## config.mk

```make
export PLATFORM = sky130hd
export DESIGN_NAME = rounded_rect_strip_tessellator_unit_flat
export DESIGN_NICKNAME = d
export VERILOG_FILES = /design/src/rrst_pkg.sv /design/src/rrst_if.sv /design/src/rounded_rect_strip_tessellator_unit.sv /design/src/rrst_seq.sv /design/src/rrst_inset.sv /design/src/rrst_emit.sv /design/src/flat_wrapper.sv
export SDC_FILE = /design/constraint.sdc
export NUM_CORES = 2
export LEC_CHECK = 0
export BUFFER_PORTS_ARGS = -buffer_cell sky130_fd_sc_hd__buf_2
export CORE_UTILIZATION = 50
export CTS_CLUSTER_SIZE = 30
export DETAILED_ROUTE_END_ITERATION = 8
export PLACE_DENSITY = 0.67
export SLEW_MARGIN = 20
export SYNTH_ARGS = -nofsm -noshare
export SYNTH_HDL_FRONTEND = slang
export SYNTH_SLANG_ARGS = --single-unit
```

## constraint.sdc

```tcl
create_clock -name clk -period 81.8 [get_ports clk]
set_clock_uncertainty 0.05 [all_clocks]
set_input_delay 8.18 -clock clk [delete_from_list [all_inputs] [get_ports clk]]
set_output_delay 8.18 -clock clk [all_outputs]
set_load 0.02 [all_outputs]
```

## src/rrst_pkg.sv

```systemverilog
// ----------------------------------------------------------------------------
// rrst_pkg
// Shared constants and types of the rounded rectangle strip tessellator.
// ----------------------------------------------------------------------------
package rrst_pkg;

    // default corner radius limit in whole pixels
    localparam int MAX_RADIUS_DEF = 31;
    // default fraction bits of the radius inputs
    localparam int FRAC_BITS_DEF  = 4;

    // fixed field widths
    localparam int COORD_W   = 16;
    localparam int RAD_IN_W  = 13;
    localparam int SPAN_W    = 8;
    localparam int POS_W     = 17;
    localparam int LEN_W     = 15;

    // one strip job as it travels along the pipeline beside the root lanes
    typedef struct packed {
        logic                     mark;   // end of item, carries no strip
        logic signed [COORD_W-1:0] left;
        logic signed [POS_W-1:0]   top;
        logic [LEN_W-1:0]          width;
        logic [LEN_W-1:0]          rows;
    } ctx_t;

endpackage

```

## src/rrst_if.sv

```systemverilog
// ----------------------------------------------------------------------------
// rrst_if
// Valid/ready channels of the tessellator: rectangle words in, strip words out.
// ----------------------------------------------------------------------------
interface rrst_in_if;
    logic                                  valid;
    logic                                  ready;
    logic signed [rrst_pkg::COORD_W-1:0]   rect_left;
    logic signed [rrst_pkg::COORD_W-1:0]   rect_top;
    logic signed [rrst_pkg::COORD_W-1:0]   rect_width;
    logic signed [rrst_pkg::COORD_W-1:0]   rect_height;
    logic signed [rrst_pkg::RAD_IN_W-1:0]  radius_top_left;
    logic signed [rrst_pkg::RAD_IN_W-1:0]  radius_top_right;
    logic signed [rrst_pkg::RAD_IN_W-1:0]  radius_bottom_right;
    logic signed [rrst_pkg::RAD_IN_W-1:0]  radius_bottom_left;
    logic [rrst_pkg::SPAN_W-1:0]           strip_height;

    modport source (
        output valid, rect_left, rect_top, rect_width, rect_height,
               radius_top_left, radius_top_right, radius_bottom_right,
               radius_bottom_left, strip_height,
        input  ready
    );
    modport sink (
        input  valid, rect_left, rect_top, rect_width, rect_height,
               radius_top_left, radius_top_right, radius_bottom_right,
               radius_bottom_left, strip_height,
        output ready
    );
endinterface

interface rrst_out_if;
    logic                               valid;
    logic                               ready;
    logic signed [rrst_pkg::POS_W-1:0]  strip_left;
    logic signed [rrst_pkg::POS_W-1:0]  strip_top;
    logic [rrst_pkg::LEN_W-1:0]         strip_width;
    logic [rrst_pkg::LEN_W-1:0]         strip_rows;
    logic                               last_strip;

    modport source (
        output valid, strip_left, strip_top, strip_width, strip_rows, last_strip,
        input  ready
    );
    modport sink (
        input  valid, strip_left, strip_top, strip_width, strip_rows, last_strip,
        output ready
    );
endinterface

```

## src/rounded_rect_strip_tessellator_unit.sv

```systemverilog
// ----------------------------------------------------------------------------
// rounded_rect_strip_tessellator_unit
// Covers a rounded rectangle from the inside with horizontal strips.
// ----------------------------------------------------------------------------
// One rectangle word is taken at a time. It passes the setup states (accept,
// radius clamp, band sizing), then issues one strip job per cycle while the
// output does not stall: the top band strips, the middle band when it has
// height, the bottom band strips and one end mark; a rectangle of no width or
// height issues none of these. The next word is accepted only after the end
// mark. Each job passes two corner lanes, each a square root pipeline with one
// result bit per stage. The last strip of a rectangle waits for its end mark.
// A stalled output holds the whole pipeline and the issue sequencer.
module rounded_rect_strip_tessellator_unit #(
    parameter int MAX_RADIUS = rrst_pkg::MAX_RADIUS_DEF,
    parameter int FRAC_BITS  = rrst_pkg::FRAC_BITS_DEF
) (
    input  logic        clk,
    input  logic        rst_n,
    rrst_in_if.sink     rect_in,
    rrst_out_if.source  strip_out
);

    localparam int IFRAC = FRAC_BITS + 1;
    localparam int PXW   = $clog2(MAX_RADIUS + 1);
    localparam int RW    = PXW + IFRAC;
    localparam int LAT   = RW + 4;

    logic adv;
    logic job_valid;
    rrst_pkg::ctx_t job_ctx;
    logic [RW-1:0] job_rl, job_rr;
    logic [PXW-1:0] job_d;
    logic [PXW-1:0] li, ri;

    logic           vline_reg [LAT];
    rrst_pkg::ctx_t cline_reg [LAT];

    rrst_seq #(
        .MAX_RADIUS (MAX_RADIUS),
        .FRAC_BITS  (FRAC_BITS)
    ) u_seq (
        .clk       (clk),
        .rst_n     (rst_n),
        .rect_in   (rect_in),
        .adv       (adv),
        .job_valid (job_valid),
        .job_ctx   (job_ctx),
        .job_rl    (job_rl),
        .job_rr    (job_rr),
        .job_d     (job_d)
    );

    rrst_inset #(
        .MAX_RADIUS (MAX_RADIUS),
        .FRAC_BITS  (FRAC_BITS)
    ) u_inset_left (
        .clk   (clk),
        .adv   (adv),
        .r     (job_rl),
        .d     (job_d),
        .inset (li)
    );

    rrst_inset #(
        .MAX_RADIUS (MAX_RADIUS),
        .FRAC_BITS  (FRAC_BITS)
    ) u_inset_right (
        .clk   (clk),
        .adv   (adv),
        .r     (job_rr),
        .d     (job_d),
        .inset (ri)
    );

    // job valid bits beside the corner lanes
    always_ff @(posedge clk or negedge rst_n)
    begin
        if (!rst_n)
        begin
            for (int i = 0; i < LAT; i++)
                vline_reg[i] <= 1'b0;
        end
        else if (adv)
        begin
            vline_reg[0] <= job_valid;
            for (int i = 1; i < LAT; i++)
                vline_reg[i] <= vline_reg[i-1];
        end
    end

    // job context beside the corner lanes
    always_ff @(posedge clk)
    begin
        if (adv)
        begin
            cline_reg[0] <= job_ctx;
            for (int i = 1; i < LAT; i++)
                cline_reg[i] <= cline_reg[i-1];
        end
    end

    rrst_emit #(
        .MAX_RADIUS (MAX_RADIUS)
    ) u_emit (
        .clk        (clk),
        .rst_n      (rst_n),
        .cand_valid (vline_reg[LAT-1]),
        .cand_ctx   (cline_reg[LAT-1]),
        .li         (li),
        .ri         (ri),
        .adv        (adv),
        .strip_out  (strip_out)
    );

endmodule

```

## src/rrst_seq.sv

```systemverilog
// ----------------------------------------------------------------------------
// rrst_seq
// Takes one rectangle word, clamps the radii, sizes the bands and, while adv is
// high, issues one strip job per cycle, then an end mark; empty ones get none.
// ----------------------------------------------------------------------------
module rrst_seq #(
    parameter int MAX_RADIUS = rrst_pkg::MAX_RADIUS_DEF,
    parameter int FRAC_BITS  = rrst_pkg::FRAC_BITS_DEF,
    localparam int IFRAC = FRAC_BITS + 1,
    localparam int PXW   = $clog2(MAX_RADIUS + 1),
    localparam int RW    = PXW + IFRAC
) (
    input  logic              clk,
    input  logic              rst_n,
    rrst_in_if.sink           rect_in,
    input  logic              adv,
    output logic              job_valid,
    output rrst_pkg::ctx_t    job_ctx,
    output logic [RW-1:0]     job_rl,
    output logic [RW-1:0]     job_rr,
    output logic [PXW-1:0]    job_d
);

    localparam int HW = rrst_pkg::COORD_W + FRAC_BITS;
    localparam int EW = PXW + rrst_pkg::SPAN_W + 1;
    localparam logic [HW-1:0] RMAX = HW'(MAX_RADIUS * (2 ** IFRAC));
    localparam logic [RW:0]   CEIL_ADD = (RW+1)'(2 ** IFRAC - 1);

    typedef enum logic [6:0] {
        S_IDLE  = 7'b0000001,
        S_CLAMP = 7'b0000010,
        S_BAND  = 7'b0000100,
        S_TOP   = 7'b0001000,
        S_MID   = 7'b0010000,
        S_BOT   = 7'b0100000,
        S_MARK  = 7'b1000000
    } state_t;

    state_t state_reg, state_next;
    logic [PXW-1:0] row_reg, row_next;
    logic job_valid_reg, job_valid_next;

    logic signed [15:0] x_reg, y_reg, w_reg, h_reg;
    logic signed [12:0] rtl_raw_reg, rtr_raw_reg, rbr_raw_reg, rbl_raw_reg;
    logic [7:0] sp_raw_reg, sp_reg;
    logic [RW-1:0] tl_reg, tr_reg, br_reg, bl_reg;
    logic [PXW-1:0] top_reg, bot_reg;
    rrst_pkg::ctx_t ctx_reg;
    logic [RW-1:0] rl_reg, rr_reg;
    logic [PXW-1:0] d_reg;

    logic empty;
    logic [HW-1:0] half;
    logic [PXW-1:0] top_c, bot_c, rem;
    logic fin;
    logic [7:0] rh;
    logic signed [16:0] mid_h;
    logic issue;
    rrst_pkg::ctx_t iss_ctx;
    logic [RW-1:0] iss_rl, iss_rr;
    logic [PXW-1:0] iss_d;

    // radius to internal fixed point, clamped to zero, half side and limit
    function automatic logic [RW-1:0] clamp_rad(logic signed [12:0] raw,
                                                 logic [HW-1:0] lim);
        logic signed [HW:0] r;
        logic [HW-1:0] u;
        r = {{(HW - 12){raw[12]}}, raw} <<< 1;
        u = r[HW] ? '0 : r[HW-1:0];
        if (u > lim)
            u = lim;
        if (u > RMAX)
            u = RMAX;
        return u[RW-1:0];
    endfunction

    // radius to whole pixels, rounded up
    function automatic logic [PXW-1:0] ceil_px(logic [RW-1:0] a, logic [RW-1:0] b);
        logic [RW:0] m;
        m = (a > b) ? {1'b0, a} : {1'b0, b};
        m = (m + CEIL_ADD) >> IFRAC;
        return m[PXW-1:0];
    endfunction

    assign rect_in.ready = (state_reg == S_IDLE);
    assign job_valid = job_valid_reg;
    assign job_ctx   = ctx_reg;
    assign job_rl    = rl_reg;
    assign job_rr    = rr_reg;
    assign job_d     = d_reg;

    // band setup terms
    assign empty = (w_reg <= 16'sd0) || (h_reg <= 16'sd0);
    assign half  = (w_reg < h_reg) ? (HW'(w_reg[14:0]) << FRAC_BITS)
                                   : (HW'(h_reg[14:0]) << FRAC_BITS);
    assign top_c = ceil_px(tl_reg, tr_reg);
    assign bot_c = ceil_px(bl_reg, br_reg);
    assign mid_h = 17'(h_reg) - 17'(top_reg) - 17'(bot_reg);

    // rows left in the current band and this strip's height
    assign rem = (state_reg == S_BOT) ? (bot_reg - row_reg) : (top_reg - row_reg);
    assign fin = (EW'(rem) <= EW'(sp_reg));
    assign rh  = fin ? 8'(rem) : sp_reg;

    // band walk
    always_comb
    begin
        state_next = state_reg;
        row_next   = row_reg;
        issue      = 1'b0;
        iss_ctx    = '0;
        iss_rl     = '0;
        iss_rr     = '0;
        iss_d      = '0;
        unique case (state_reg)
            S_IDLE:
            begin
                if (rect_in.valid)
                    state_next = S_CLAMP;
            end
            S_CLAMP:
            begin
                state_next = empty ? S_IDLE : S_BAND;
            end
            S_BAND:
            begin
                row_next   = '0;
                state_next = (top_c != '0) ? S_TOP : S_MID;
            end
            S_TOP:
            begin
                iss_ctx.left  = x_reg;
                iss_ctx.top   = 17'(y_reg) + 17'(row_reg);
                iss_ctx.width = w_reg[14:0];
                iss_ctx.rows  = 15'(rh);
                iss_rl        = tl_reg;
                iss_rr        = tr_reg;
                iss_d         = PXW'(EW'(row_reg) + EW'(rh));
                if (adv)
                begin
                    issue = 1'b1;
                    if (fin)
                    begin
                        state_next = S_MID;
                        row_next   = '0;
                    end
                    else
                        row_next = PXW'(EW'(row_reg) + EW'(sp_reg));
                end
            end
            S_MID:
            begin
                iss_ctx.left  = x_reg;
                iss_ctx.top   = 17'(y_reg) + 17'(top_reg);
                iss_ctx.width = w_reg[14:0];
                iss_ctx.rows  = mid_h[14:0];
                if (mid_h <= 17'sd0 || adv)
                begin
                    issue      = (mid_h > 17'sd0);
                    row_next   = '0;
                    state_next = (bot_reg != '0) ? S_BOT : S_MARK;
                end
            end
            S_BOT:
            begin
                iss_ctx.left  = x_reg;
                iss_ctx.top   = 17'(y_reg) + 17'(h_reg) - 17'(bot_reg) + 17'(row_reg);
                iss_ctx.width = w_reg[14:0];
                iss_ctx.rows  = 15'(rh);
                iss_rl        = bl_reg;
                iss_rr        = br_reg;
                iss_d         = rem;
                if (adv)
                begin
                    issue = 1'b1;
                    if (fin)
                    begin
                        state_next = S_MARK;
                        row_next   = '0;
                    end
                    else
                        row_next = PXW'(EW'(row_reg) + EW'(sp_reg));
                end
            end
            S_MARK:
            begin
                iss_ctx.mark = 1'b1;
                if (adv)
                begin
                    issue      = 1'b1;
                    state_next = S_IDLE;
                end
            end
            default:
            begin
                state_next = S_IDLE;
            end
        endcase
    end

    assign job_valid_next = adv ? issue : job_valid_reg;

    // control registers
    always_ff @(posedge clk or negedge rst_n)
    begin
        if (!rst_n)
        begin
            state_reg     <= S_IDLE;
            row_reg       <= '0;
            job_valid_reg <= 1'b0;
        end
        else
        begin
            state_reg     <= state_next;
            row_reg       <= row_next;
            job_valid_reg <= job_valid_next;
        end
    end

    // item and job payload
    always_ff @(posedge clk)
    begin
        if (rect_in.valid && rect_in.ready)
        begin
            x_reg       <= rect_in.rect_left;
            y_reg       <= rect_in.rect_top;
            w_reg       <= rect_in.rect_width;
            h_reg       <= rect_in.rect_height;
            rtl_raw_reg <= rect_in.radius_top_left;
            rtr_raw_reg <= rect_in.radius_top_right;
            rbr_raw_reg <= rect_in.radius_bottom_right;
            rbl_raw_reg <= rect_in.radius_bottom_left;
            sp_raw_reg  <= rect_in.strip_height;
        end
        if (state_reg == S_CLAMP)
        begin
            tl_reg <= clamp_rad(rtl_raw_reg, half);
            tr_reg <= clamp_rad(rtr_raw_reg, half);
            br_reg <= clamp_rad(rbr_raw_reg, half);
            bl_reg <= clamp_rad(rbl_raw_reg, half);
            sp_reg <= (sp_raw_reg == 8'd0) ? 8'd1 : sp_raw_reg;
        end
        if (state_reg == S_BAND)
        begin
            top_reg <= top_c;
            bot_reg <= bot_c;
        end
        if (adv && issue)
        begin
            ctx_reg <= iss_ctx;
            rl_reg  <= iss_rl;
            rr_reg  <= iss_rr;
            d_reg   <= iss_d;
        end
    end

endmodule

```

## src/rrst_inset.sv

```systemverilog
// ----------------------------------------------------------------------------
// rrst_inset
// One corner lane: r - sqrt(r^2 - (r-d)^2) rounded up to pixels, with the
// square root spread over one result bit per pipeline stage.
// ----------------------------------------------------------------------------
module rrst_inset #(
    parameter int MAX_RADIUS = rrst_pkg::MAX_RADIUS_DEF,
    parameter int FRAC_BITS  = rrst_pkg::FRAC_BITS_DEF,
    localparam int IFRAC = FRAC_BITS + 1,
    localparam int PXW   = $clog2(MAX_RADIUS + 1),
    localparam int RW    = PXW + IFRAC
) (
    input  logic            clk,
    input  logic            adv,
    input  logic [RW-1:0]   r,
    input  logic [PXW-1:0]  d,
    output logic [PXW-1:0]  inset
);

    localparam int SW = 2 * RW;
    localparam logic [RW:0] CEIL_ADD = (RW+1)'(2 ** IFRAC - 1);

    logic [RW-1:0] r1_reg, dy1_reg, r2_reg;
    logic          z1_reg, z2_reg;
    logic [SW-1:0] rr2_reg, dd2_reg;

    logic [SW-1:0] s_reg   [RW+1];
    logic [SW-1:0] res_reg [RW+1];
    logic [RW-1:0] r_reg   [RW+1];
    logic          z_reg   [RW+1];

    logic [RW-1:0] dpx;
    logic [RW:0]   diff, up;
    logic [PXW-1:0] inset_reg;

    assign dpx = RW'(d) << IFRAC;

    // distance from center and the two squares
    always_ff @(posedge clk)
    begin
        if (adv)
        begin
            r1_reg     <= r;
            z1_reg     <= (r == '0) || (dpx >= r);
            dy1_reg    <= r - dpx;
            r2_reg     <= r1_reg;
            z2_reg     <= z1_reg;
            rr2_reg    <= SW'(r1_reg) * SW'(r1_reg);
            dd2_reg    <= SW'(dy1_reg) * SW'(dy1_reg);
            s_reg[0]   <= rr2_reg - dd2_reg;
            res_reg[0] <= '0;
            r_reg[0]   <= r2_reg;
            z_reg[0]   <= z2_reg;
        end
    end

    // restoring square root, one result bit per stage
    for (genvar k = 0; k < RW; k++)
    begin : g_root
        localparam logic [SW-1:0] RBIT = SW'(1) << (2 * (RW - 1 - k));
        logic [SW-1:0] trial, s_next, res_next;

        assign trial = res_reg[k] + RBIT;

        always_comb
        begin
            if (s_reg[k] >= trial)
            begin
                s_next   = s_reg[k] - trial;
                res_next = (res_reg[k] >> 1) + RBIT;
            end
            else
            begin
                s_next   = s_reg[k];
                res_next = res_reg[k] >> 1;
            end
        end

        always_ff @(posedge clk)
        begin
            if (adv)
            begin
                s_reg[k+1]   <= s_next;
                res_reg[k+1] <= res_next;
                r_reg[k+1]   <= r_reg[k];
                z_reg[k+1]   <= z_reg[k];
            end
        end
    end

    // pixel inset, rounded up
    assign diff = {1'b0, r_reg[RW]} - {1'b0, res_reg[RW][RW-1:0]};
    assign up   = (diff + CEIL_ADD) >> IFRAC;

    always_ff @(posedge clk)
    begin
        if (adv)
            inset_reg <= z_reg[RW] ? '0 : up[PXW-1:0];
    end

    assign inset = inset_reg;

endmodule

```

## src/rrst_emit.sv

```systemverilog
// ----------------------------------------------------------------------------
// rrst_emit
// Drops strips of no width, holds the newest strip back until the next one or
// the end mark shows whether it is the last, and drives the output register.
// ----------------------------------------------------------------------------
module rrst_emit #(
    parameter int MAX_RADIUS = rrst_pkg::MAX_RADIUS_DEF,
    localparam int PXW = $clog2(MAX_RADIUS + 1)
) (
    input  logic            clk,
    input  logic            rst_n,
    input  logic            cand_valid,
    input  rrst_pkg::ctx_t  cand_ctx,
    input  logic [PXW-1:0]  li,
    input  logic [PXW-1:0]  ri,
    output logic            adv,
    rrst_out_if.source      strip_out
);

    logic held_valid_reg, held_valid_next;
    logic out_valid_reg, out_valid_next;
    logic signed [16:0] held_left_reg, held_top_reg;
    logic [14:0] held_width_reg, held_rows_reg;
    logic signed [16:0] out_left_reg, out_top_reg;
    logic [14:0] out_width_reg, out_rows_reg;
    logic out_last_reg;

    logic signed [16:0] rw;
    logic keep, is_mark, push;

    // strip width after both insets
    assign rw      = 17'(cand_ctx.width) - 17'(li) - 17'(ri);
    assign is_mark = cand_valid && cand_ctx.mark;
    assign keep    = cand_valid && !cand_ctx.mark && (rw > 17'sd0);
    assign push    = held_valid_reg && (keep || is_mark);

    assign adv = !out_valid_reg || strip_out.ready;

    // hold and output valid bits
    always_comb
    begin
        held_valid_next = held_valid_reg;
        out_valid_next  = out_valid_reg;
        if (adv)
        begin
            out_valid_next = push;
            if (keep)
                held_valid_next = 1'b1;
            else if (is_mark)
                held_valid_next = 1'b0;
        end
    end

    always_ff @(posedge clk or negedge rst_n)
    begin
        if (!rst_n)
        begin
            held_valid_reg <= 1'b0;
            out_valid_reg  <= 1'b0;
        end
        else
        begin
            held_valid_reg <= held_valid_next;
            out_valid_reg  <= out_valid_next;
        end
    end

    // held strip and output word
    always_ff @(posedge clk)
    begin
        if (adv && push)
        begin
            out_left_reg  <= held_left_reg;
            out_top_reg   <= held_top_reg;
            out_width_reg <= held_width_reg;
            out_rows_reg  <= held_rows_reg;
            out_last_reg  <= is_mark;
        end
        if (adv && keep)
        begin
            held_left_reg  <= 17'(cand_ctx.left) + 17'(li);
            held_top_reg   <= cand_ctx.top;
            held_width_reg <= rw[14:0];
            held_rows_reg  <= cand_ctx.rows;
        end
    end

    assign strip_out.valid       = out_valid_reg;
    assign strip_out.strip_left  = out_left_reg;
    assign strip_out.strip_top   = out_top_reg;
    assign strip_out.strip_width = out_width_reg;
    assign strip_out.strip_rows  = out_rows_reg;
    assign strip_out.last_strip  = out_last_reg;

endmodule

```

## src/flat_wrapper.sv

```systemverilog
// flat-port wrapper written by rule: the top's interface ports become plain ports
module rounded_rect_strip_tessellator_unit_flat 
#(
    parameter int MAX_RADIUS = rrst_pkg::MAX_RADIUS_DEF,
    parameter int FRAC_BITS  = rrst_pkg::FRAC_BITS_DEF
)
  (clk, rst_n, rect_in_valid, rect_in_rect_left, rect_in_rect_top, rect_in_rect_width, rect_in_rect_height, rect_in_radius_top_left, rect_in_radius_top_right, rect_in_radius_bottom_right, rect_in_radius_bottom_left, rect_in_strip_height, rect_in_ready, strip_out_valid, strip_out_strip_left, strip_out_strip_top, strip_out_strip_width, strip_out_strip_rows, strip_out_last_strip, strip_out_ready);
  rrst_in_if rect_in_i ();
  rrst_out_if strip_out_i ();
  input  logic clk;
  input  logic rst_n;
  input wire logic [$bits(rect_in_i.valid)-1:0] rect_in_valid;
  input wire logic [$bits(rect_in_i.rect_left)-1:0] rect_in_rect_left;
  input wire logic [$bits(rect_in_i.rect_top)-1:0] rect_in_rect_top;
  input wire logic [$bits(rect_in_i.rect_width)-1:0] rect_in_rect_width;
  input wire logic [$bits(rect_in_i.rect_height)-1:0] rect_in_rect_height;
  input wire logic [$bits(rect_in_i.radius_top_left)-1:0] rect_in_radius_top_left;
  input wire logic [$bits(rect_in_i.radius_top_right)-1:0] rect_in_radius_top_right;
  input wire logic [$bits(rect_in_i.radius_bottom_right)-1:0] rect_in_radius_bottom_right;
  input wire logic [$bits(rect_in_i.radius_bottom_left)-1:0] rect_in_radius_bottom_left;
  input wire logic [$bits(rect_in_i.strip_height)-1:0] rect_in_strip_height;
  output wire logic [$bits(rect_in_i.ready)-1:0] rect_in_ready;
  output wire logic [$bits(strip_out_i.valid)-1:0] strip_out_valid;
  output wire logic [$bits(strip_out_i.strip_left)-1:0] strip_out_strip_left;
  output wire logic [$bits(strip_out_i.strip_top)-1:0] strip_out_strip_top;
  output wire logic [$bits(strip_out_i.strip_width)-1:0] strip_out_strip_width;
  output wire logic [$bits(strip_out_i.strip_rows)-1:0] strip_out_strip_rows;
  output wire logic [$bits(strip_out_i.last_strip)-1:0] strip_out_last_strip;
  input wire logic [$bits(strip_out_i.ready)-1:0] strip_out_ready;
  assign rect_in_i.valid = rect_in_valid;
  assign rect_in_i.rect_left = rect_in_rect_left;
  assign rect_in_i.rect_top = rect_in_rect_top;
  assign rect_in_i.rect_width = rect_in_rect_width;
  assign rect_in_i.rect_height = rect_in_rect_height;
  assign rect_in_i.radius_top_left = rect_in_radius_top_left;
  assign rect_in_i.radius_top_right = rect_in_radius_top_right;
  assign rect_in_i.radius_bottom_right = rect_in_radius_bottom_right;
  assign rect_in_i.radius_bottom_left = rect_in_radius_bottom_left;
  assign rect_in_i.strip_height = rect_in_strip_height;
  assign rect_in_ready = rect_in_i.ready;
  assign strip_out_valid = strip_out_i.valid;
  assign strip_out_strip_left = strip_out_i.strip_left;
  assign strip_out_strip_top = strip_out_i.strip_top;
  assign strip_out_strip_width = strip_out_i.strip_width;
  assign strip_out_strip_rows = strip_out_i.strip_rows;
  assign strip_out_last_strip = strip_out_i.last_strip;
  assign strip_out_i.ready = strip_out_ready;
  rounded_rect_strip_tessellator_unit #(.MAX_RADIUS(MAX_RADIUS), .FRAC_BITS(FRAC_BITS)) u_core (.clk(clk), .rst_n(rst_n), .rect_in(rect_in_i), .strip_out(strip_out_i));
endmodule
```

==> impl_metrics.csv <==
group,metric,value,unit
clocking,postCtsSetupRepairBufs,0,
sta,setup_viol,0,
flow_run,maxCapViolations,0,
global_route,busiest_layer,"met2",
yosys,synth_edf_count,1988,
cells_and_area,fin_cells,8051,
routing,drt_wl_total,137000,µm
yosys,synth_nets,6077,
worst_setup_path,path_delay_family,"buffers and inverters",
power_and_ir_drop,fin_total_pwr,0.00377,W
yosys,synth.avg_cell_area,16.0,µm²
routing,ant_nets,0,
sta,hold_slack,346,ps
global_route,track_usage,16.3,%
clocking,cts_hold_buffers,0,
yosys,yosysSeqAreaShare,71.3,%
worst_setup_path,crit_arrival,13850,ps
status,status,"complete, no violations",
cells_and_area,seq_area,60400,µm²
yosys,synthCells,5316,
power_and_ir_drop,powerDensity,39.6,nW/µm²
floorplan,die-area,171000,µm²
sta,rsz0062_at_grt,"no",
sta,hold_viol,0,
clocking,cts_tree,"yes",
worst_setup_path,worst_setup_path_start_kind,"primary input",
placed_design,io_buffers,194,
placed_design,place_congestion,0.885,
cells_and_area,diodes,0,
floorplan,die_h,414,µm
yosys,yosysWarnings,0,
placed_design,place_hpwl,95900,µm
global_route,grt_pass1_vias,41800,
yosys,ys_seq_elements,2017,
yosys,synth_area,84800,µm²
floorplan,core_area,168000,µm²
clocking,ctsLongestPathBuffers,3,
sta,layout_setup_ws,68320,ps
sta,timing_max_transition_violations_final,0,
worst_setup_path,crit_chain,"buf_2, nor2b_2, buf_4, inv_8, buf_4, buf_12, buf_4, buf_4, buf_4",
sta,tightest_slew,1350,ps
cells_and_area,final_common_cell,"edfxtp_1",
clocking,cts-htree-levels,4,
global_route,antenna_found_initial,6,
cells_and_area,drive_gt1_share,10.1,%
sta,slew_headroom,9.82,%
worst_setup_path,slowest_stage,"buf_4",
global_route,grtUsageMet1,20.5,%
worst_setup_path,cp_max_fo,192,
cells_and_area,largest_reg_flops,896,
worst_setup_path,worst_ep_required_time,82170,ps
power_and_ir_drop,peakVddDrop,22.9,µV
routing,routed_via_density,5.12,
floorplan,pin_count,195,
clocking,clk_latency,820,ps
sta,fin_crit_sh,16.5,%
placed_design,pre_cts_slack,67520,ps
power_and_ir_drop,leakage,38.1,nW
cells_and_area,fin_nets,6444,
floorplan,die_w,414,µm
cells_and_area,layout_common_cells,"1988 x edfxtp_1, 535 x inv_1, 469 x ha_1",
worst_setup_path,cp_num_buf_inv,8,
sta,max_freq,74.2,MHz
placed_design,placed_cells,7687,
cells_and_area,multi_input_area,22100,µm²
clocking,clk_pin_slew,60,ps
global_route,grt_max_degree,193,
routing,vias,41200,
global_route,grt_util_met2,28.5,%
yosys,synth_ff_type,"edfxtp_1",
worst_setup_path,slowest_delay,890,ps
clocking,cts_root_buffer,"clkbuf_16",
yosys,synth_cell_types,97,
floorplan,initial_core_util,50.5,%
clocking,cts_buffers,197,
cells_and_area,syn_to_final_growth,12.1,%
clocking,cts_resized,0,
yosys,async_reset_ff_share,1.44,%
routing,wl_per_cell,17.0,µm
global_route,overflow,0,
global_route,grt_pass1_wl,219000,µm
sta,finalSetupTns,0,ps
cells_and_area,n_fill_cell,13000,
sta,period_needed,13480,ps
routing,dr.first_iter.drc_count,2304,
global_route,grt_util_met3,2.52,%
hold_path,hold_class,"flip-flop to flip-flop",
worst_setup_path,crit_type,"primary input to flip-flop",
worst_setup_path,worst_setup_path_end_kind,"flip-flop",
clocking,numClockSinks,2017,
routing,drt_pass1_iterations,5,
floorplan,rows,150,
worst_setup_path,crit_top_cell,"buf_4",
routing,drc,0,
==> final timing paths <==
check                                              start  slack (ps)                   endpoint  cells after the start
setup / recovery                         strip_out_ready       68320    u_core.cline_reg[3][11]                      9
hold / removal                   u_core.cline_reg[5][42]         350   u_core.cline_reg[5][106]                      0
setup reg to reg           u_core.u_emit.strip_out.valid       75310    u_core.cline_reg[3][11]                      8
hold reg to reg                  u_core.cline_reg[5][42]         350   u_core.cline_reg[5][106]                      0
max in group asynchronous                          rst_n       73710  u_core.u_seq.state_reg[5]                      1
min in group asynchronous                          rst_n        7420        u_core.vline_reg[1]                      1
==> layout make-up <==
cell class	count	share of cell area [%]
clock inverters	113	1.28
well taps	2204	2.90
inverters	537	2.13
clock buffers	250	5.46
flip-flops and latches	2017	63.6
multi-input cells	2695	23.3
repair buffers	235	1.39
==> where the power goes <==
group | internal, W | switching [W]
combinational | 0.000442 | 0.000580
clock | 0.000506 | 0.000372
sequential | 0.00170 | 0.000171
total | 0.00264 | 0.00112
==> metrics by stage <==
stage / util, % / instance area [µm²]
floorplan: - / 84800
global placement: 52.8 / 88600
detailed placement: 52.8 / 88600
CTS: 56.6 / 95000
global route: 56.7 / 95100
finish: 56.7 / 95100
==> layer usage <==
layer	wire, µm	vias up
li1	-	20200
met1	59300	20000
met2	68500	774
met3	5130	280
met4	4150	0
met5	0	-
==> cells by family after synthesis <==
| logic type | count (synthesis) | synth area share [%] |
|---|---|---|
| simple gates | 1091 | 6.71 |
| xor+xnor | 285 | 2.94 |
| flops | 2017 | 71.3 |
| buf+inv | 604 | 2.70 |
| fa+ha+maj | 634 | 10.8 |
| compound gates | 621 | 4.78 |
| mux | 64 | 0.807 |
==> cells in the mapped netlist (15+ instances only) <==
cell,number,area (µm²)
o21a_1,70,526
o21ai_0,132,661
xor2_1,81,709
fa_1,164,3280
a21oi_1,172,861
nand2_1,243,912
dfrtp_1,28,701
nand2b_1,41,257
inv_1,535,2010
clkbuf_1,58,218
o21bai_1,34,255
nand3_1,55,275
or3_1,27,169
ha_1,469,5870
and2_1,123,769
edfxtp_1,1988,59700
nor2_1,216,811
nor4b_1,15,131
nor3_1,87,435
nand4_1,24,150
mux2_2,21,236
o22ai_1,26,163
and3_1,33,206
a21o_1,54,405
mux2i_1,41,410
nor4_1,44,275
xnor2_1,204,1790
nor2b_1,112,701
Power figures use the tool's default switching activity.
